==> src/antialiased_line_raster_top_macros.svh <==
// Assertion macros shared by the line raster RTL.
`ifndef ANTIALIASED_LINE_RASTER_TOP_MACROS_SVH
`define ANTIALIASED_LINE_RASTER_TOP_MACROS_SVH

// Same-cycle implication, sampled on clk, off while rst_n is low.
`define ALR_ASSERT_IMP(lbl, ante, cons, msg) \
    lbl: assert property (@(posedge clk) disable iff (!rst_n) (ante) |-> (cons)) \
        else $error(msg);

// Next-cycle implication, sampled on clk, off while rst_n is low.
`define ALR_ASSERT_NXT(lbl, ante, cons, msg) \
    lbl: assert property (@(posedge clk) disable iff (!rst_n) (ante) |=> (cons)) \
        else $error(msg);

`endif

==> src/alr_pkg.sv <==
// Shared types and constants of the anti-aliased line raster.
`timescale 1ns / 1ps

package alr_pkg;

    localparam int COLOR_W = 24;
    localparam int ALPHA_W = 8;
    localparam logic [ALPHA_W-1:0] ALPHA_MAX = 8'd255;

    localparam logic REQ_START = 1'b0;
    localparam logic REQ_STEP  = 1'b1;

    typedef enum logic [1:0] {
        ST_READY = 2'b01,
        ST_DIV   = 2'b10
    } state_t;

    typedef struct packed {
        logic busy;
        logic done;
    } div_status_t;

endpackage

==> src/alr_ifs.sv <==
// Request and pixel channel interfaces of the line raster.
`timescale 1ns / 1ps

interface alr_req_if #(
    parameter int COORD_BITS = 12
);
    logic                  valid;
    logic                  ready;
    logic                  req_type;
    logic [COORD_BITS-1:0] start_x;
    logic [COORD_BITS-1:0] start_y;
    logic [COORD_BITS-1:0] end_x;
    logic [COORD_BITS-1:0] end_y;

    modport source (
        output valid, req_type, start_x, start_y, end_x, end_y,
        input  ready
    );
    modport sink (
        input  valid, req_type, start_x, start_y, end_x, end_y,
        output ready
    );
endinterface

interface alr_pix_if #(
    parameter int COORD_BITS = 12
);
    logic                         valid;
    logic                         ready;
    logic [COORD_BITS-1:0]        near_x;
    logic [COORD_BITS-1:0]        near_y;
    logic [alr_pkg::ALPHA_W-1:0]  near_alpha;
    logic [COORD_BITS:0]          far_x;
    logic [COORD_BITS:0]          far_y;
    logic [alr_pkg::ALPHA_W-1:0]  far_alpha;
    logic                         far_valid;
    logic [alr_pkg::COLOR_W-1:0]  out_color;
    logic                         last;

    modport source (
        output valid, near_x, near_y, near_alpha, far_x, far_y, far_alpha,
               far_valid, out_color, last,
        input  ready
    );
    modport sink (
        input  valid, near_x, near_y, near_alpha, far_x, far_y, far_alpha,
               far_valid, out_color, last,
        output ready
    );
endinterface

==> src/alr_div.sv <==
// Radix-2 restoring divider for the line gradient, one quotient bit per cycle.
`timescale 1ns / 1ps
`include "antialiased_line_raster_top_macros.svh"

module alr_div #(
    parameter int COORD_BITS = 12,
    parameter int FRAC_BITS  = 16
) (
    input  logic                   clk,
    input  logic                   rst_n,
    input  logic                   start,
    input  logic [COORD_BITS-1:0]  num,
    input  logic [COORD_BITS-1:0]  den,
    output alr_pkg::div_status_t   status,
    output logic [FRAC_BITS:0]     quotient
);

    localparam int CNT_W = $clog2(FRAC_BITS + 1);

    logic [COORD_BITS:0]   rem_reg, rem_next;
    logic [COORD_BITS-1:0] den_reg, den_next;
    logic [FRAC_BITS:0]    quo_reg, quo_next;
    logic [CNT_W-1:0]      cnt_reg, cnt_next;
    logic                  busy_reg, busy_next;
    logic                  done_reg, done_next;
    logic                  ge;
    logic [COORD_BITS:0]   diff;

    // num <= den, so the quotient of num * 2^FRAC_BITS / den fits FRAC_BITS+1 bits
    assign ge   = rem_reg >= {1'b0, den_reg};
    assign diff = ge ? (rem_reg - {1'b0, den_reg}) : rem_reg;

    always_comb
    begin
        rem_next  = rem_reg;
        den_next  = den_reg;
        quo_next  = quo_reg;
        cnt_next  = cnt_reg;
        busy_next = busy_reg;
        done_next = 1'b0;
        if (start)
        begin
            rem_next  = {1'b0, num};
            den_next  = den;
            cnt_next  = CNT_W'(FRAC_BITS);
            busy_next = 1'b1;
        end
        else if (busy_reg)
        begin
            quo_next = {quo_reg[FRAC_BITS-1:0], ge};
            rem_next = {diff[COORD_BITS-1:0], 1'b0};
            cnt_next = cnt_reg - 1'b1;
            if (cnt_reg == '0)
            begin
                busy_next = 1'b0;
                done_next = 1'b1;
            end
        end
    end

    always_ff @(posedge clk or negedge rst_n)
    begin
        if (!rst_n)
        begin
            busy_reg <= 1'b0;
            done_reg <= 1'b0;
            cnt_reg  <= '0;
        end
        else
        begin
            busy_reg <= busy_next;
            done_reg <= done_next;
            cnt_reg  <= cnt_next;
        end
    end

    always_ff @(posedge clk)
    begin
        rem_reg <= rem_next;
        den_reg <= den_next;
        quo_reg <= quo_next;
    end

    assign status.busy = busy_reg;
    assign status.done = done_reg;
    assign quotient    = quo_reg;

    `ALR_ASSERT_IMP(a_no_restart, start, !busy_reg, "divider restarted while busy")
    `ALR_ASSERT_NXT(a_done_ends, busy_reg && cnt_reg == '0 && !start, done_reg && !busy_reg,
        "divider did not finish after its last bit")

endmodule

==> src/antialiased_line_raster_top.sv <==
// Top level of the anti-aliased line raster: request decode, step datapath, result register.
//
//   channel   dir   beat
//   req       in    req_type, start_x, start_y, end_x, end_y
//   pix       out   near/far pixel pair, alphas, far_valid, out_color, last
//   cfg_*     in    pixel_color write, no handshake
//
// Step requests and axis-aligned starts never enter the divide state.
// A sloped start emits its first endpoint at once, then holds off requests in ST_DIV
// while the divider forms the gradient one bit a cycle.
// A result waits in the output register; a new request is taken as it drains.
// rst_n clears control state and pixel_color; no clearing pass.
`timescale 1ns / 1ps
`include "antialiased_line_raster_top_macros.svh"

module antialiased_line_raster_top #(
    parameter int COORD_BITS = 12,
    parameter int FRAC_BITS  = 16
) (
    input  logic                        clk,
    input  logic                        rst_n,
    input  logic                        cfg_we,
    input  logic [alr_pkg::COLOR_W-1:0] cfg_wdata,
    alr_req_if.sink                     req,
    alr_pix_if.source                   pix
);

    localparam int C     = COORD_BITS;
    localparam int ACC_W = COORD_BITS + FRAC_BITS;
    localparam int AW    = alr_pkg::ALPHA_W;

    alr_pkg::state_t state_reg, state_next;

    logic [alr_pkg::COLOR_W-1:0] pixel_color_reg;

    logic             active_reg, active_next;
    logic             minor_is_x_reg, minor_is_x_next;
    logic             aligned_reg, aligned_next;
    logic [C-1:0]     major_pos_reg, major_pos_next;
    logic [C-1:0]     major_end_reg, major_end_next;
    logic [C-1:0]     minor_end_reg, minor_end_next;
    logic [ACC_W-1:0] accum_reg, accum_next;
    logic [FRAC_BITS:0] gradient_reg, gradient_next;
    logic             gneg_reg, gneg_next;

    // result register
    logic             out_valid_reg;
    logic [C-1:0]     near_x_reg, near_y_reg;
    logic [AW-1:0]    near_alpha_reg, far_alpha_reg;
    logic [C:0]       far_x_reg, far_y_reg;
    logic             far_valid_reg, last_reg;
    logic [alr_pkg::COLOR_W-1:0] color_reg;

    // result being formed
    logic             emit;
    logic [C-1:0]     r_near_x, r_near_y;
    logic [AW-1:0]    r_near_alpha, r_far_alpha;
    logic [C:0]       r_far_x, r_far_y;
    logic             r_far_valid, r_last;

    logic accept;
    logic div_start;
    alr_pkg::div_status_t div_stat;
    logic [FRAC_BITS:0]   div_quo;

    // start decode
    logic [C-1:0] dx, dy, ax0, ay0, ax1, ay1;
    logic [C-1:0] s_major0, s_major_end, s_minor0, s_minor_end, d_major, d_minor;
    logic         s_mix, s_aligned, s_swap, s_last;

    // step datapath
    logic [C-1:0]         ip;
    logic [FRAC_BITS-1:0] frac;
    logic [FRAC_BITS+AW-1:0] vprod;
    logic [AW-1:0]        a_floor, a_ceil;
    logic                 single_step;
    logic [C-1:0]         s_major_sel;

    assign accept    = req.valid && req.ready;
    assign req.ready = (state_reg == alr_pkg::ST_READY) && (!out_valid_reg || pix.ready);

    always_comb
    begin
        dx = (req.end_x > req.start_x) ? (req.end_x - req.start_x) : (req.start_x - req.end_x);
        dy = (req.end_y > req.start_y) ? (req.end_y - req.start_y) : (req.start_y - req.end_y);
        // minor axis is x on a tie and for vertical or single-point lines
        s_mix     = dy >= dx;
        s_aligned = (dx == '0) || (dy == '0);
        s_swap    = s_mix ? (req.end_y < req.start_y) : (req.end_x < req.start_x);
        ax0 = s_swap ? req.end_x : req.start_x;
        ay0 = s_swap ? req.end_y : req.start_y;
        ax1 = s_swap ? req.start_x : req.end_x;
        ay1 = s_swap ? req.start_y : req.end_y;
        s_major0    = s_mix ? ay0 : ax0;
        s_major_end = s_mix ? ay1 : ax1;
        s_minor0    = s_mix ? ax0 : ay0;
        s_minor_end = s_mix ? ax1 : ay1;
        d_major     = s_mix ? dy : dx;
        d_minor     = s_mix ? dx : dy;
        s_last      = s_aligned && (s_major0 == s_major_end);
    end

    always_comb
    begin
        ip      = accum_reg[ACC_W-1:FRAC_BITS];
        frac    = accum_reg[FRAC_BITS-1:0];
        // frac * 255
        vprod   = {frac, {AW{1'b0}}} - {{AW{1'b0}}, frac};
        a_floor = vprod[FRAC_BITS+AW-1:FRAC_BITS];
        a_ceil  = a_floor + AW'(|vprod[FRAC_BITS-1:0]);
        single_step = aligned_reg || (major_pos_reg >= major_end_reg);
        s_major_sel = aligned_reg ? major_pos_reg : major_end_reg;
    end

    always_comb
    begin
        state_next      = state_reg;
        active_next     = active_reg;
        minor_is_x_next = minor_is_x_reg;
        aligned_next    = aligned_reg;
        major_pos_next  = major_pos_reg;
        major_end_next  = major_end_reg;
        minor_end_next  = minor_end_reg;
        accum_next      = accum_reg;
        gradient_next   = gradient_reg;
        gneg_next       = gneg_reg;
        div_start       = 1'b0;
        emit            = 1'b0;
        r_near_x        = '0;
        r_near_y        = '0;
        r_near_alpha    = alr_pkg::ALPHA_MAX;
        r_far_x         = '0;
        r_far_y         = '0;
        r_far_alpha     = '0;
        r_far_valid     = 1'b0;
        r_last          = 1'b0;

        case (state_reg)
            alr_pkg::ST_READY:
            begin
                if (accept && req.req_type == alr_pkg::REQ_START)
                begin
                    emit            = 1'b1;
                    r_near_x        = s_mix ? s_minor0 : s_major0;
                    r_near_y        = s_mix ? s_major0 : s_minor0;
                    r_last          = s_last;
                    active_next     = !s_last;
                    minor_is_x_next = s_mix;
                    aligned_next    = s_aligned;
                    major_pos_next  = s_major0 + 1'b1;
                    major_end_next  = s_major_end;
                    minor_end_next  = s_minor_end;
                    gneg_next       = s_minor_end < s_minor0;
                    accum_next      = {s_minor0, {FRAC_BITS{1'b0}}};
                    gradient_next   = '0;
                    if (!s_aligned)
                    begin
                        div_start  = 1'b1;
                        state_next = alr_pkg::ST_DIV;
                    end
                end
                else if (accept && active_reg)
                begin
                    emit = 1'b1;
                    if (single_step)
                    begin
                        r_near_x = minor_is_x_reg ? minor_end_reg : s_major_sel;
                        r_near_y = minor_is_x_reg ? s_major_sel : minor_end_reg;
                        r_last   = major_pos_reg >= major_end_reg;
                        if (major_pos_reg >= major_end_reg)
                            active_next = 1'b0;
                        else
                            major_pos_next = major_pos_reg + 1'b1;
                    end
                    else
                    begin
                        r_far_valid = 1'b1;
                        r_far_alpha = a_floor;
                        r_near_alpha = alr_pkg::ALPHA_MAX - (minor_is_x_reg ? a_floor : a_ceil);
                        if (minor_is_x_reg)
                        begin
                            r_near_x = ip;
                            r_near_y = major_pos_reg;
                            r_far_x  = {1'b0, ip} + 1'b1;
                            r_far_y  = {1'b0, major_pos_reg};
                        end
                        else
                        begin
                            r_near_x = major_pos_reg;
                            r_near_y = ip;
                            r_far_x  = {1'b0, major_pos_reg};
                            r_far_y  = {1'b0, ip} + 1'b1;
                        end
                        accum_next = gneg_reg ? (accum_reg - ACC_W'(gradient_reg))
                                              : (accum_reg + ACC_W'(gradient_reg));
                        major_pos_next = major_pos_reg + 1'b1;
                    end
                end
            end
            alr_pkg::ST_DIV:
            begin
                if (div_stat.done)
                begin
                    gradient_next = div_quo;
                    // step to the first interior position
                    accum_next = gneg_reg ? (accum_reg - ACC_W'(div_quo))
                                          : (accum_reg + ACC_W'(div_quo));
                    state_next = alr_pkg::ST_READY;
                end
            end
            default:
            begin
                state_next = alr_pkg::ST_READY;
            end
        endcase
    end

    alr_div #(
        .COORD_BITS (COORD_BITS),
        .FRAC_BITS  (FRAC_BITS)
    ) u_div (
        .clk      (clk),
        .rst_n    (rst_n),
        .start    (div_start),
        .num      (d_minor),
        .den      (d_major),
        .status   (div_stat),
        .quotient (div_quo)
    );

    always_ff @(posedge clk or negedge rst_n)
    begin
        if (!rst_n)
        begin
            state_reg       <= alr_pkg::ST_READY;
            pixel_color_reg <= '0;
            active_reg      <= 1'b0;
            minor_is_x_reg  <= 1'b0;
            aligned_reg     <= 1'b0;
            major_pos_reg   <= '0;
            major_end_reg   <= '0;
            minor_end_reg   <= '0;
            accum_reg       <= '0;
            gradient_reg    <= '0;
            gneg_reg        <= 1'b0;
            out_valid_reg   <= 1'b0;
        end
        else
        begin
            state_reg      <= state_next;
            active_reg     <= active_next;
            minor_is_x_reg <= minor_is_x_next;
            aligned_reg    <= aligned_next;
            major_pos_reg  <= major_pos_next;
            major_end_reg  <= major_end_next;
            minor_end_reg  <= minor_end_next;
            accum_reg      <= accum_next;
            gradient_reg   <= gradient_next;
            gneg_reg       <= gneg_next;
            if (cfg_we)
                pixel_color_reg <= cfg_wdata;
            if (emit)
                out_valid_reg <= 1'b1;
            else if (pix.ready)
                out_valid_reg <= 1'b0;
        end
    end

    always_ff @(posedge clk)
    begin
        if (emit)
        begin
            near_x_reg     <= r_near_x;
            near_y_reg     <= r_near_y;
            near_alpha_reg <= r_near_alpha;
            far_x_reg      <= r_far_x;
            far_y_reg      <= r_far_y;
            far_alpha_reg  <= r_far_alpha;
            far_valid_reg  <= r_far_valid;
            last_reg       <= r_last;
            color_reg      <= pixel_color_reg;
        end
    end

    assign pix.valid      = out_valid_reg;
    assign pix.near_x     = near_x_reg;
    assign pix.near_y     = near_y_reg;
    assign pix.near_alpha = near_alpha_reg;
    assign pix.far_x      = far_x_reg;
    assign pix.far_y      = far_y_reg;
    assign pix.far_alpha  = far_alpha_reg;
    assign pix.far_valid  = far_valid_reg;
    assign pix.out_color  = color_reg;
    assign pix.last       = last_reg;

    `ALR_ASSERT_IMP(a_done_in_div, div_stat.done, state_reg == alr_pkg::ST_DIV,
        "divider finished outside the divide state")
    `ALR_ASSERT_NXT(a_slope_divides, div_start, state_reg == alr_pkg::ST_DIV && div_stat.busy,
        "sloped start did not enter the divide")
    `ALR_ASSERT_IMP(a_pair_not_last, pix.valid && pix.far_valid, !pix.last,
        "interior pixel pair marked last")
    `ALR_ASSERT_IMP(a_alpha_sum, pix.valid && pix.far_valid,
        ({1'b0, pix.near_alpha} + {1'b0, pix.far_alpha} == 9'd255) ||
        ({1'b0, pix.near_alpha} + {1'b0, pix.far_alpha} == 9'd254),
        "pixel pair coverage does not add up")

endmodule
==> src/flat_wrapper.sv <==
// flat-port wrapper written by rule: the top's interface ports become plain ports
module antialiased_line_raster_top_flat 
#(
    parameter int COORD_BITS = 12,
    parameter int FRAC_BITS  = 16
)
  (clk, rst_n, cfg_we, cfg_wdata, req_valid, req_req_type, req_start_x, req_start_y, req_end_x, req_end_y, req_ready, pix_valid, pix_near_x, pix_near_y, pix_near_alpha, pix_far_x, pix_far_y, pix_far_alpha, pix_far_valid, pix_out_color, pix_last, pix_ready);
  alr_req_if #(.COORD_BITS(COORD_BITS)) req_i ();
  alr_pix_if #(.COORD_BITS(COORD_BITS)) pix_i ();
  input  logic clk;
  input  logic rst_n;
  input  logic cfg_we;
  input  logic [alr_pkg::COLOR_W-1:0] cfg_wdata;
  input wire logic [$bits(req_i.valid)-1:0] req_valid;
  input wire logic [$bits(req_i.req_type)-1:0] req_req_type;
  input wire logic [$bits(req_i.start_x)-1:0] req_start_x;
  input wire logic [$bits(req_i.start_y)-1:0] req_start_y;
  input wire logic [$bits(req_i.end_x)-1:0] req_end_x;
  input wire logic [$bits(req_i.end_y)-1:0] req_end_y;
  output wire logic [$bits(req_i.ready)-1:0] req_ready;
  output wire logic [$bits(pix_i.valid)-1:0] pix_valid;
  output wire logic [$bits(pix_i.near_x)-1:0] pix_near_x;
  output wire logic [$bits(pix_i.near_y)-1:0] pix_near_y;
  output wire logic [$bits(pix_i.near_alpha)-1:0] pix_near_alpha;
  output wire logic [$bits(pix_i.far_x)-1:0] pix_far_x;
  output wire logic [$bits(pix_i.far_y)-1:0] pix_far_y;
  output wire logic [$bits(pix_i.far_alpha)-1:0] pix_far_alpha;
  output wire logic [$bits(pix_i.far_valid)-1:0] pix_far_valid;
  output wire logic [$bits(pix_i.out_color)-1:0] pix_out_color;
  output wire logic [$bits(pix_i.last)-1:0] pix_last;
  input wire logic [$bits(pix_i.ready)-1:0] pix_ready;
  assign req_i.valid = req_valid;
  assign req_i.req_type = req_req_type;
  assign req_i.start_x = req_start_x;
  assign req_i.start_y = req_start_y;
  assign req_i.end_x = req_end_x;
  assign req_i.end_y = req_end_y;
  assign req_ready = req_i.ready;
  assign pix_valid = pix_i.valid;
  assign pix_near_x = pix_i.near_x;
  assign pix_near_y = pix_i.near_y;
  assign pix_near_alpha = pix_i.near_alpha;
  assign pix_far_x = pix_i.far_x;
  assign pix_far_y = pix_i.far_y;
  assign pix_far_alpha = pix_i.far_alpha;
  assign pix_far_valid = pix_i.far_valid;
  assign pix_out_color = pix_i.out_color;
  assign pix_last = pix_i.last;
  assign pix_i.ready = pix_ready;
  antialiased_line_raster_top #(.COORD_BITS(COORD_BITS), .FRAC_BITS(FRAC_BITS)) u_core (.clk(clk), .rst_n(rst_n), .cfg_we(cfg_we), .cfg_wdata(cfg_wdata), .req(req_i), .pix(pix_i));
endmodule
==> config.mk <==
export PLATFORM = sky130hd
export DESIGN_NAME = antialiased_line_raster_top_flat
export DESIGN_NICKNAME = d
export VERILOG_FILES = /design/src/alr_pkg.sv /design/src/alr_ifs.sv /design/src/alr_div.sv /design/src/antialiased_line_raster_top.sv /design/src/flat_wrapper.sv
export VERILOG_INCLUDE_DIRS = /design/src /design/src/src
export SDC_FILE = /design/constraint.sdc
export NUM_CORES = 1
export LEC_CHECK = 0
export ABC_AREA = 1
export BUFFER_PORTS_ARGS = -buffer_cell sky130_fd_sc_hd__buf_2
export CAP_MARGIN = 0
export CORE_UTILIZATION = 55
export CTS_BUF_LIST = sky130_fd_sc_hd__clkbuf_4 sky130_fd_sc_hd__clkbuf_8 sky130_fd_sc_hd__clkbuf_16
export CTS_CLUSTER_SIZE = 24
export DETAILED_ROUTE_END_ITERATION = 10
export PLACE_DENSITY_LB_ADDON = 0.1
export SYNTH_ARGS = -nofsm -noshare
export SYNTH_HDL_FRONTEND = slang
export SYNTH_HIERARCHICAL = 1
export SYNTH_SLANG_ARGS = --single-unit
==> constraint.sdc <==
create_clock -name clk -period 11.05 [get_ports clk]
set_input_delay 3.315 -clock clk [delete_from_list [all_inputs] [get_ports clk]]
set_output_delay 3.315 -clock clk [all_outputs]
set_load 0.01 [all_outputs]
# ---- Word level (Yosys, flattened, before mapping)
# Cells that the tools add are included.
dict set report op_classes {
  muxes 74
  reduce_logical 31
  n_eq_ne 9
  n_lt_le_gt_ge 8
  n_bitwise 5
  addsub 16
}
# cell count
set op_table {}
lappend op_table {{2-to-1 mux 12 bit} 34}
lappend op_table {{2-to-1 mux 28 bit} 6}
lappend op_table {{subtractor 12 bit} 5}
lappend op_table {{adder 28 x 17 -> 28 bit} 2}
lappend op_table {{one-hot mux 28 bit (2 select lines)} 1}
lappend op_table {{subtractor 28 x 17 -> 28 bit} 2}
lappend op_table {{less-than comparator 12 bit} 3}
lappend op_table {{2-to-1 mux 17 bit} 2}
lappend op_table {{one-hot mux 17 bit (2 select lines)} 1}
lappend op_table {{adder 12 x 1 -> 12 bit (second input constant)} 2}
lappend op_table {{>= comparator 12 bit} 2}
lappend op_table {{greater-than comparator 12 bit} 2}
lappend op_table {{zero test 12 bit} 2}
lappend op_table {{subtractor 24 x 16 -> 24 bit} 1}
lappend op_table {{2-to-1 mux 1 bit} 23}
lappend op_table {{OR reduction 16 bit} 1}
lappend op_table {{adder 12 x 1 -> 13 bit (second input constant)} 1}
lappend op_table {{>= comparator 13 x 12 -> 1 bit} 1}
lappend op_table {{== test 12 bit} 1}
lappend op_table {{nonzero test 2 bit} 6}
lappend op_table {{2-to-1 mux 5 bit} 2}
lappend op_table {{OR reduction 5 bit} 2}
lappend op_table {{inequality test 3 bit (second input constant)} 3}
lappend op_table {{AND reduction 3 bit} 3}
lappend op_table {{other kinds (18)} 35}
dict set report totals {
  reg_bits 253
  output_inout_bits 94
  input_bits 78
}

# ---- Logic depth before layout (Yosys ltp)
# Gate-level depths: netlist of run 1.
dict set report logic_depth {
  ltp_word 10
  ltp_mapped 39
}

# ---- Hierarchy
# Netlist of run 1, hierarchy kept.
# mod cells_each seq_area_each_um2 area_per_inst_um2 n_inst
set by_module_without_submodules {}
lappend by_module_without_submodules {antialiased_line_raster_top 2826 5566.6 19387.3 1}
lappend by_module_without_submodules {alr_div 299 1426.4 2760.1 1}

# ---- Worst setup path before layout of run 1
# OpenSTA, ideal clock, no wires.
dict set report synth_path {
  path_type {input -> register}
  start {input port req_end_x[0]}
  end {register u_core.gneg_reg}
  arrival_time_ps 7148
  setup_ps 116
  required_time_ps 10934
  n_path_buf 4
  stages 31
  setup_slack_ps 3786
  path_cell_list {inv_1 ha_1 fa_1 o21ai_2 nand2_2 nand3_4 nand2_2 inv_2 buf_4 nand2_1 nand2_1 inv_1 ha_1 nand2_2 nor2_4 nand2_1 clkinv_1 nand2_2 nand2_4 buf_2 buf_2 clkbuf_1 a31oi_1 ha_1 nand2_1 inv_1 nand3_1 a21oi_1 nor2_1 nand2_1 nand2_1}
}
dict set report synth_via {
  elab_chain_cells 7
}
# element line
set synth_lines {}
lappend synth_lines {{from (decl)} flat_wrapper.sv:18} ;# input wire logic [$bits(req_i.end_x)-1:0] req_end_x;
lappend synth_lines {{subtractor 12 bit / greater-than comparator 12 bit (equally long branches)} antialiased_line_raster_top.sv:84} ;# dx = (req.end_x > req.start_x) ? (req.end_x - req.start_x) : (req.start_x - req.end_x);
lappend synth_lines {{2-to-1 mux 12 bit} antialiased_line_raster_top.sv:84}
lappend synth_lines {{>= comparator 12 bit} antialiased_line_raster_top.sv:87} ;# s_mix = dy >= dx;
lappend synth_lines {{2-to-1 mux 1 bit} antialiased_line_raster_top.sv:89} ;# s_swap = s_mix ? (req.end_y < req.start_y) : (req.end_x < req.start_x);
lappend synth_lines {{2-to-1 mux 12 bit (on tied branches)} {antialiased_line_raster_top.sv:93, antialiased_line_raster_top.sv:92}}
lappend synth_lines {{2-to-1 mux 12 bit (*)} antialiased_line_raster_top.sv:97} ;# s_minor_end = s_mix ? ax1 : ay1;
lappend synth_lines {{net u_core.s_minor_end[10]} antialiased_line_raster_top.sv:68} ;# logic [C-1:0] s_major0, s_major_end, s_minor0, s_minor_end, d_major, d_minor;
lappend synth_lines {{less-than comparator 12 bit (*)} antialiased_line_raster_top.sv:153} ;# gneg_next = s_minor_end < s_minor0;
lappend synth_lines {{to (signal assigned)} antialiased_line_raster_top.sv:259} ;# gneg_reg <= gneg_next;
lappend synth_lines {{to (decl)} antialiased_line_raster_top.sv:44} ;# logic gneg_reg, gneg_next;
# Mark *: on every way through the listed nets, which the timed path passes. The rest lies on a longest branch.
# A chain may end at the register's enable or synchronous reset.

# ---- Worst setup path after layout of run 1
dict set report layout_path {
  start {input port req_end_x[0]}
  end {register u_core.gneg_reg}
}
dict set report layout_via {
  elab_chain_cells 7
}
# element line
set layout_lines {}
lappend layout_lines {{subtractor 12 bit / greater-than comparator 12 bit (equally long branches)} antialiased_line_raster_top.sv:84}
lappend layout_lines {{2-to-1 mux 12 bit} antialiased_line_raster_top.sv:84}
lappend layout_lines {{>= comparator 12 bit} antialiased_line_raster_top.sv:87}
lappend layout_lines {{2-to-1 mux 1 bit} antialiased_line_raster_top.sv:89}
lappend layout_lines {{2-to-1 mux 12 bit (on tied branches)} --}
lappend layout_lines {{2-to-1 mux 12 bit (on tied branches)} {antialiased_line_raster_top.sv:97, antialiased_line_raster_top.sv:96}}
lappend layout_lines {{less-than comparator 12 bit (*)} antialiased_line_raster_top.sv:153}
# Every way passes the cells marked *; elsewhere a longest branch is shown, timed or not.

==> reports/results.txt, run 1 <==
# Post-CTS Setup Buffers = 0
CP Launch Type = input port
Mean Syn Cell Area = 7.09 um2
die area = 41100 um2
setup violators final = 0
endpoint class of the critical path = flop
clk buf depth = 3
Clock Skew = 0.0294 ns
Max-slew headroom = 40.4%
met2 Use GR = 58.1%
TritonCTS clock tree = done
First-pass DRT Iterations = 6
Hold-fix buffers, CTS = 0
CP bufs+invs = 7
initial DRC count = 2005
unrepaired setup endpoints after global routing = false
Max Cap Viol = 0
DIE WIDTH = 203 um
fmax = 120 MHz
grt total ovfl = 0
DR vias/cell = 5.79
placed instance count = 3727
Max Slew Vio Count = 0
delay-heaviest family, CP = simple AND/OR/NAND/NOR gates
final hold vios = 0
clk sinks = 253
H-Tree Depth = 1
Total Wirelength = 72800 um
Resized cells post-CTS = 0
Area Overhead vs Synth = 9.29%
Worst Tran Pin Value = 0.894 ns
GRT Max-Usage Layer = met2
largest net degree at the start of global routing = 77
FF-to-FF setup slack = 6.44 ns
fill cell count = 3705
status = finished clean
Min-Delay Path Class = reg2reg
number of top-level pins = 172
global-route wire length before repair = 113000 um
CTS clock-pin slew for the worst setup and hold paths = 0.06 ns
fin crit period = 8.36 ns
Nets = 3483
Ant. Diodes = 0
Mapped Cells = 3124
share of cells above drive strength 1 = 11.8%
Setup TNS = 0 ns
syn nets = 3374
DRT antenna net count = 0
area of the multi-input gates = 13200 um2
crit-path max FO = 58
GRT Total Usage = 35.1%
root buf cell = clkbuf_16
crit path DAT = 8.86 ns
met3 Track Usage GR = 3.95%
row cnt = 73
Die Height = 203 um
max FFs per register = 28
Tcrit/Tclk final = 75.6%
WL/cell = 19.3 um
CP most frequent cell = nand2_1
Mapped Area = 22100 um2
Data required, critical path = 11.55 ns
yosys warns = 6
port bufs = 171
Clock Latency Late Sink = 0.57 ns
slowest stage cell, crit path = buf_4
DRC Markers = 0
GPL Wtd Cong = 0.999
via count = 21876
initial antenna violation count = 0
cts bufs inserted = 29
max incr delay on CP = 0.50 ns
vias in the first global route = 21029
initial core utilization = 55.7%
critical path class = in2reg
core area = 39700 um2
Layout Cells excl Fill = 3780
Sequential Area = 6990 um2
HPWL reported at the end of detailed placement = 56600 um
GRT met1 Usage = 44.9%
## cells in the final DEF (no fill, tap or decap), types with 19 or more instances in the layout
master and n:
dfrtp_1 117, mux2_2 24, o211ai_1 38, nand2_2 34, buf_2 170, o21ai_0 234
clkbuf_16 29, nor2_1 229, nand3_1 202, nand4_1 36, o22ai_1 19, xor2_1 76
a21oi_1 183, nor3_1 38, nand2_1 898, xnor2_1 39, ha_1 165, edfxtp_1 133
inv_1 352
## metal layers
layer	part of all wire (%)	wire [um]
met5	0	0
met4	5.6	4070
met3	6.5	4720
met2	46	33700
met1	42	30300
## worst paths after layout
kind,cells after the start,to,start
setup / recovery,34,u_core/gneg_reg$_DFFE_PN0P_,req_end_x[0]
hold / removal,0,u_core/pix.out_color[19]$_DFFE_PP_,u_core/pixel_color_reg[19]$_DFFE_PN0P_
setup reg to reg,23,u_core/accum_reg[24]$_DFFE_PN0P_,u_core/u_div/quotient[0]$_DFFE_PP_
hold reg to reg,0,u_core/pix.out_color[19]$_DFFE_PP_,u_core/pixel_color_reg[19]$_DFFE_PN0P_
max in group asynchronous,2,u_core/minor_is_x_reg$_DFFE_PN0P_,rst_n
min in group asynchronous,1,u_core/pixel_color_reg[8]$_DFFE_PN0P_,rst_n
## through the flow
stage / setup WS (ns) / cell area (um2) / hold slack (ns) / util, %
after CTS: 2.85 / 24200 / 0.440 / 60.9
after global routing: 2.28 / 24200 / 0.455 / 60.9
after global placement: 2.29 / 23200 / 0.423 / 58.5
after floorplan: 3.79 / 22100 / 0.421 / -
final: 2.69 / 24200 / 0.437 / 60.9
after detailed placement: 2.28 / 23200 / 0.430 / 58.5
## layout make-up
type                            count  share of cell area (%)
Timing Repair Buffer              188                    4.07
Sequential cell                   253                    28.9
Clock inverter                     14                   0.579
Clock buffer                       39                    3.36
Inverter                          372                    5.77
Multi-Input combinational cell   2389                    54.6
Tap cell                          525                    2.71
## worst reg2reg max path: stages (launching register included)
cell,delay [ns]
edfxtp_1,0.51
inv_1,0.13
ha_1,0.18
nand3_1,0.11
nor2_1,0.11
inv_1,0.06
nor4_1,0.29
nand2_1,0.14
nor3_1,0.30
inv_1,0.21
o21ai_0,0.23
xor2_1,0.11
ha_1,0.38
nand2_1,0.14
nor4_1,0.52
nand4_1,0.18
nand3_1,0.25
nand2_1,0.08
o211ai_1,0.12
a21oi_1,0.09
o21ai_0,0.11
nand4_1,0.09
o21ai_0,0.11
inv_1,0.06
Power of run 1 is left out: the tool's default activity adds up to more than one toggle a clock period on the data nets, which glitch-free logic cannot reach.
==> run 2, diff against run 1 <==
- clock period: 11.05 -> 8.6 ns (I/O delays scaled with it)
==> reports/results.txt, run 2 (synthesis results as in run 1) <==
R2R Path Start = u_core/u_div/quotient[0]$_DFFE_PP_
TritonCTS clock tree = done
status = finished clean
Max-slew headroom = 42.2% (+1.8 points)
R2R cell count = 23 (unchanged)
First-pass DRT Iterations = 6 (unchanged)
Nets = 3484 (+0.029%)
crit path to = u_core/gneg_reg$_DFFE_PN0P_
crit path from = req_end_x[0]
Min-Delay Path Class = reg2reg
core area = 39700 um2 (unchanged)
critical path class = in2reg
row cnt = 73 (unchanged)
Total Wirelength = 72800 um (unchanged)
number of top-level pins = 172 (unchanged)
max incr delay on CP = 0.69 ns (+0.19 ns)
Data required, critical path = 9.11 ns (-2.44 ns)
# Post-CTS Setup Buffers = 0 (unchanged)
stages on the worst setup path = 28 (-18%)
final hold vios = 0 (unchanged)
initial core utilization = 55.7% (unchanged)
Max Slew Vio Count = 0 (unchanged)
endpoint class of the critical path = flop
Setup TNS = 0 ns (unchanged)
initial antenna violation count = 0 (unchanged)
unrepaired setup endpoints after global routing = false
fill cell count = 3714 (+0.24%)
port bufs = 171 (unchanged)
Die Height = 203 um (unchanged)
GRT Total Usage = 35.1% (about the same)
DR vias/cell = 5.79 (about the same)
GPL Wtd Cong = 0.989 (-0.96%)
CP bufs+invs = 4 (-3)
vias in the first global route = 20711 (-1.5%)
worst hold path startpoint = u_core/pixel_color_reg[20]$_DFFE_PN0P_
Clock Skew = 0.0292 ns (-0.000226 ns)
root buf cell = clkbuf_16
CP most frequent cell = nand2_1
crit-path max FO = 53 (-8.6%)
Clock Latency Late Sink = 0.58 ns (about the same)
crit path DAT = 8.42 ns (-0.44 ns)
global-route wire length before repair = 114000 um (+0.31%)
initial DRC count = 2055 (+2.5%)
DRT antenna net count = 0 (unchanged)
slowest stage cell, crit path = o21ai_0
commonest non-fill, non-tap cell in the layout = nand2_1
DRC Markers = 0 (unchanged)
cts bufs inserted = 29 (unchanged)
Max Cap Viol = 0 (unchanged)
setup violators final = 0 (unchanged)
HPWL reported at the end of detailed placement = 56300 um (-0.38%)
CP Launch Type = input port
fmax = 127 MHz
grt total ovfl = 0 (unchanged)
die area = 41100 um2 (unchanged)
max FFs per register = 28 (unchanged)
DIE WIDTH = 203 um (unchanged)
clk sinks = 253 (unchanged)
CTS clock-pin slew for the worst setup and hold paths = 0.06 ns (about the same)
delay-heaviest family, CP = simple AND/OR/NAND/NOR gates
H-Tree Depth = 1 (unchanged)
WL/cell = 19.2 um (about the same)
Resized cells post-CTS = 0 (unchanged)
Hold-fix buffers, CTS = 0 (unchanged)
clk buf depth = 3 (unchanged)
Worst Tran Pin Value = 0.867 ns (-0.0272 ns)
largest net degree at the start of global routing = 72 (-6.5%)
hold_ws = 0.445 ns (+0.00736 ns)
Ant. Diodes = 0 (unchanged)
via count = 21899 (+0.11%)
Area Overhead vs Synth = 9.47%
FF-to-FF setup slack = 4.11 ns (-2.33 ns)
worst r2r dst = u_core/accum_reg[24]$_DFFE_PN0P_
Tcrit/Tclk final = 91.9%
most frequent cells in the layout = 898 x nand2_1, 352 x inv_1, 234 x o21ai_0
fin crit period = 7.90 ns
share of cells above drive strength 1 = 11.8% (+0.027 points)
run 2: through the flow:
step	instance area [um2]	instances	worst slack, ns	util, %
floorplan	22100	3124	2.07	-
global placement	23300	3728	0.391	58.5
detailed placement	23300	3728	0.317	58.5
CTS	24200	3781	0.884	61.0
global route	24200	3781	0.302	61.0
finish	24200	3781	0.696	61.0
run 2: worst min path at each step:
| stage | cells past startpoint | slack (ns) | end |
|---|---|---|---|
| final | 0 | 0.44 | u_core/pix.out_color[20]$_DFFE_PP_ |
| after global routing | 0 | 0.45 | u_core/pix.out_color[19]$_DFFE_PP_ |
| after CTS | 0 | 0.44 | u_core/pix.out_color[20]$_DFFE_PP_ |
| after detailed placement | 0 | 0.43 | u_core/pix.out_color[20]$_DFFE_PP_ |
| after global placement | 0 | 0.42 | u_core/pix.out_color[2]$_DFFE_PP_ |
| after floorplan | 0 | 0.42 | u_core/pix.out_color[0]$_DFFE_PP_ |
run 2: worst reg2reg max path, cell delays in order (launching register included):
cell	delay, ns
edfxtp_1	0.51
inv_1	0.13
ha_1	0.18
nand3_1	0.11
nor2_1	0.10
inv_1	0.06
nor4_1	0.30
nand2_1	0.15
nor3_1	0.22
inv_1	0.18
o21ai_0	0.22
xor2_1	0.10
ha_1	0.38
nand2_1	0.13
nor4_1	0.55
nand4_1	0.22
nand3_1	0.26
nand2_1	0.08
o211ai_1	0.12
a21oi_1	0.10
o21ai_0	0.10
nand4_1	0.08
o21ai_0	0.09
inv_1	0.06
run 2: final cells by class:
cell class,count,area [um2],share of cell area (%)
Clock buffer,39,837,3.45
Sequential cell,253,6990,28.9
Inverter,372,1400,5.76
Multi-Input combinational cell,2389,13200,54.5
Clock inverter,14,148,0.609
Tap cell,525,657,2.71
Timing Repair Buffer,189,993,4.10
run 2: layer usage:
layer  wire, um  GRT usage (%)
met4       3720           16.7
met5          0              0
met2      34000           58.6
met3       4850           3.71
met1      30200           45.6
Power of run 2 is left out for the same reason.
==> run 3, diff against run 2 <==
- PLACE_DENSITY: not set -> 0.79
- PLACE_DENSITY_LB_ADDON: 0.1 -> not set
==> reports/results.txt, run 3 (synthesis results as in run 1) <==
Max-slew headroom = 33.1% (-9.1 points)
largest net degree at the start of global routing = 81 (+13%)
root buf cell = clkbuf_16
max FFs per register = 28 (unchanged)
Min-Delay Path Class = reg2reg
Hold-fix buffers, CTS = 0 (unchanged)
GRT Max-Usage Layer = met2
Nets = 3483 (-0.029%)
CP most frequent cell = nand2_1
global-route wire length before repair = 111000 um (-1.9%)
Max Slew Vio Count = 0 (unchanged)
setup ws final = 1.10 ns (+0.402 ns)
R2R cell count = 16 (-30%)
die area = 41100 um2 (unchanged)
port bufs = 171 (unchanged)
share of cells above drive strength 1 = 11.7% (-0.12 points)
max incr delay on CP = 0.56 ns (-0.13 ns)
TritonCTS clock tree = done
DRC Markers = 0 (unchanged)
GRT met1 Usage = 44.0% (-1.6 points)
met3 Track Usage GR = 3.76% (+0.048 points)
WL/cell = 18.9 um (-2.0%)
final hold vios = 0 (unchanged)
Data required, critical path = 9.05 ns (-0.06 ns)
most frequent cells in the layout = 898 x nand2_1, 352 x inv_1, 234 x o21ai_0
GRT Total Usage = 34.6% (-0.55 points)
pre-CTS worst setup slack = 0.634 ns (+0.317 ns)
crit path DAT = 7.95 ns (-0.47 ns)
DRT antenna net count = 0 (unchanged)
Tcrit/Tclk final = 87.2% (-4.7 points)
number of top-level pins = 172 (unchanged)
initial core utilization = 55.7% (unchanged)
initial antenna violation count = 2 (+2)
row cnt = 73 (unchanged)
Total Wirelength = 71300 um (-2.0%)
placed instance count = 3728 (unchanged)
CP Launch Type = input port
FF-to-FF setup slack = 3.67 ns (-0.44 ns)
Clock Skew = 0.0151 ns (-0.0141 ns)
DIE WIDTH = 203 um (unchanged)
fill cell count = 3649 (-1.8%)
DR vias/cell = 5.76 (-0.60%)
clk buf depth = 3 (unchanged)
vias in the first global route = 20638 (-0.35%)
initial DRC count = 2199 (+7.0%)
HPWL reported at the end of detailed placement = 56500 um (+0.25%)
R2R Path Start = u_core/gneg_reg$_DFFE_PN0P_
core area = 39700 um2 (unchanged)
cts bufs inserted = 28 (-3.4%)
grt total ovfl = 0 (unchanged)
endpoint class of the critical path = flop
unrepaired setup endpoints after global routing = false
crit-path max FO = 53 (unchanged)
via count = 21774 (-0.57%)
crit path from = req_end_x[0]
Area Overhead vs Synth = 9.31%
Resized cells post-CTS = 0 (unchanged)
worst r2r dst = u_core/accum_reg[17]$_DFFE_PN0P_
fmax = 133 MHz (+5.4%)
slowest stage cell, crit path = o21ai_0
commonest non-fill, non-tap cell in the layout = nand2_1
Max Cap Viol = 0 (unchanged)
# Post-CTS Setup Buffers = 0 (unchanged)
Layout Cells excl Fill = 3782 (+0.026%)
Worst Tran Pin Value = 0.997 ns (+0.130 ns)
Clock Latency Late Sink = 0.56 ns (-0.02 ns)
Setup TNS = 0 ns (unchanged)
crit path to = u_core/gneg_reg$_DFFE_PN0P_
worst hold path startpoint = u_core/pixel_color_reg[5]$_DFFE_PN0P_
Die Height = 203 um (unchanged)
setup violators final = 0 (unchanged)
Layout Utilization = 60.9% (-0.088 points)
CTS clock-pin slew for the worst setup and hold paths = 0.06 ns (about the same)
clk sinks = 253 (unchanged)
status = finished clean
H-Tree Depth = 1 (unchanged)
critical path class = in2reg
fin crit period = 7.50 ns (-0.402 ns)
First-pass DRT Iterations = 6 (unchanged)
GPL Wtd Cong = 1.00 (+1.5%)
met2 Use GR = 57.9% (-0.80 points)
==> run 3: cell count changes in the layout (fill, tap and decap cells not counted) <==
cell	delta
clkinvlp_4	-3
clkinv_1	+3
clkinv_8	+1
clkinv_4	+2
diode_2	+2
inv_6	-1
inv_2	-1
clkbuf_16	-2
==> run 3: metrics by stage <==
| stage | hold WS [ns] | area [um2] |
|---|---|---|
| finish | 0.446 | 24200 |
| global route | 0.460 | 24200 |
| detailed placement | 0.429 | 23300 |
| floorplan | 0.421 | 22100 |
| global placement | 0.423 | 23300 |
| CTS | 0.443 | 24200 |
==> run 3: worst min-delay path by stage <==
stage	end	depth (start not counted)
2_1_floorplan	u_core/pix.out_color[0]$_DFFE_PP_	0
3_3_place_gp	u_core/pix.out_color[3]$_DFFE_PP_	0
3_5_place_dp	u_core/pix.out_color[21]$_DFFE_PP_	0
4_1_cts	u_core/pix.out_color[21]$_DFFE_PP_	0
5_1_grt	u_core/pix.out_color[22]$_DFFE_PP_	0
6_report	u_core/pix.out_color[5]$_DFFE_PP_	0
==> run 3: layout make-up <==
class	count	area, um2	area share (%)
inverter	372	1400	5.77
timing repair buffer	189	993	4.11
tap	525	657	2.71
clock buffer	37	787	3.25
multi-input combinational	2389	13200	54.6
antenna	2	5.00	0.0207
sequential	253	6990	28.9
clock inverter	15	158	0.651
==> run 3: worst max-delay path: cells and delay by family <==
kind	cells	cell delay, ns
AOI/OAI and AO/OA	5	1.27
adders and majority gates	4	1.29
buffers and inverters	5	0.49
and+or+nand+nor	17	2.27
==> run 3: per-layer routing <==
metal  routed length, um  up-vias
met2               33100      894
met5                   0        -
li1                    -    10555
met4                3980        0
met1               29800    10130
met3                4460      195
Power of run 3 is left out for the same reason.
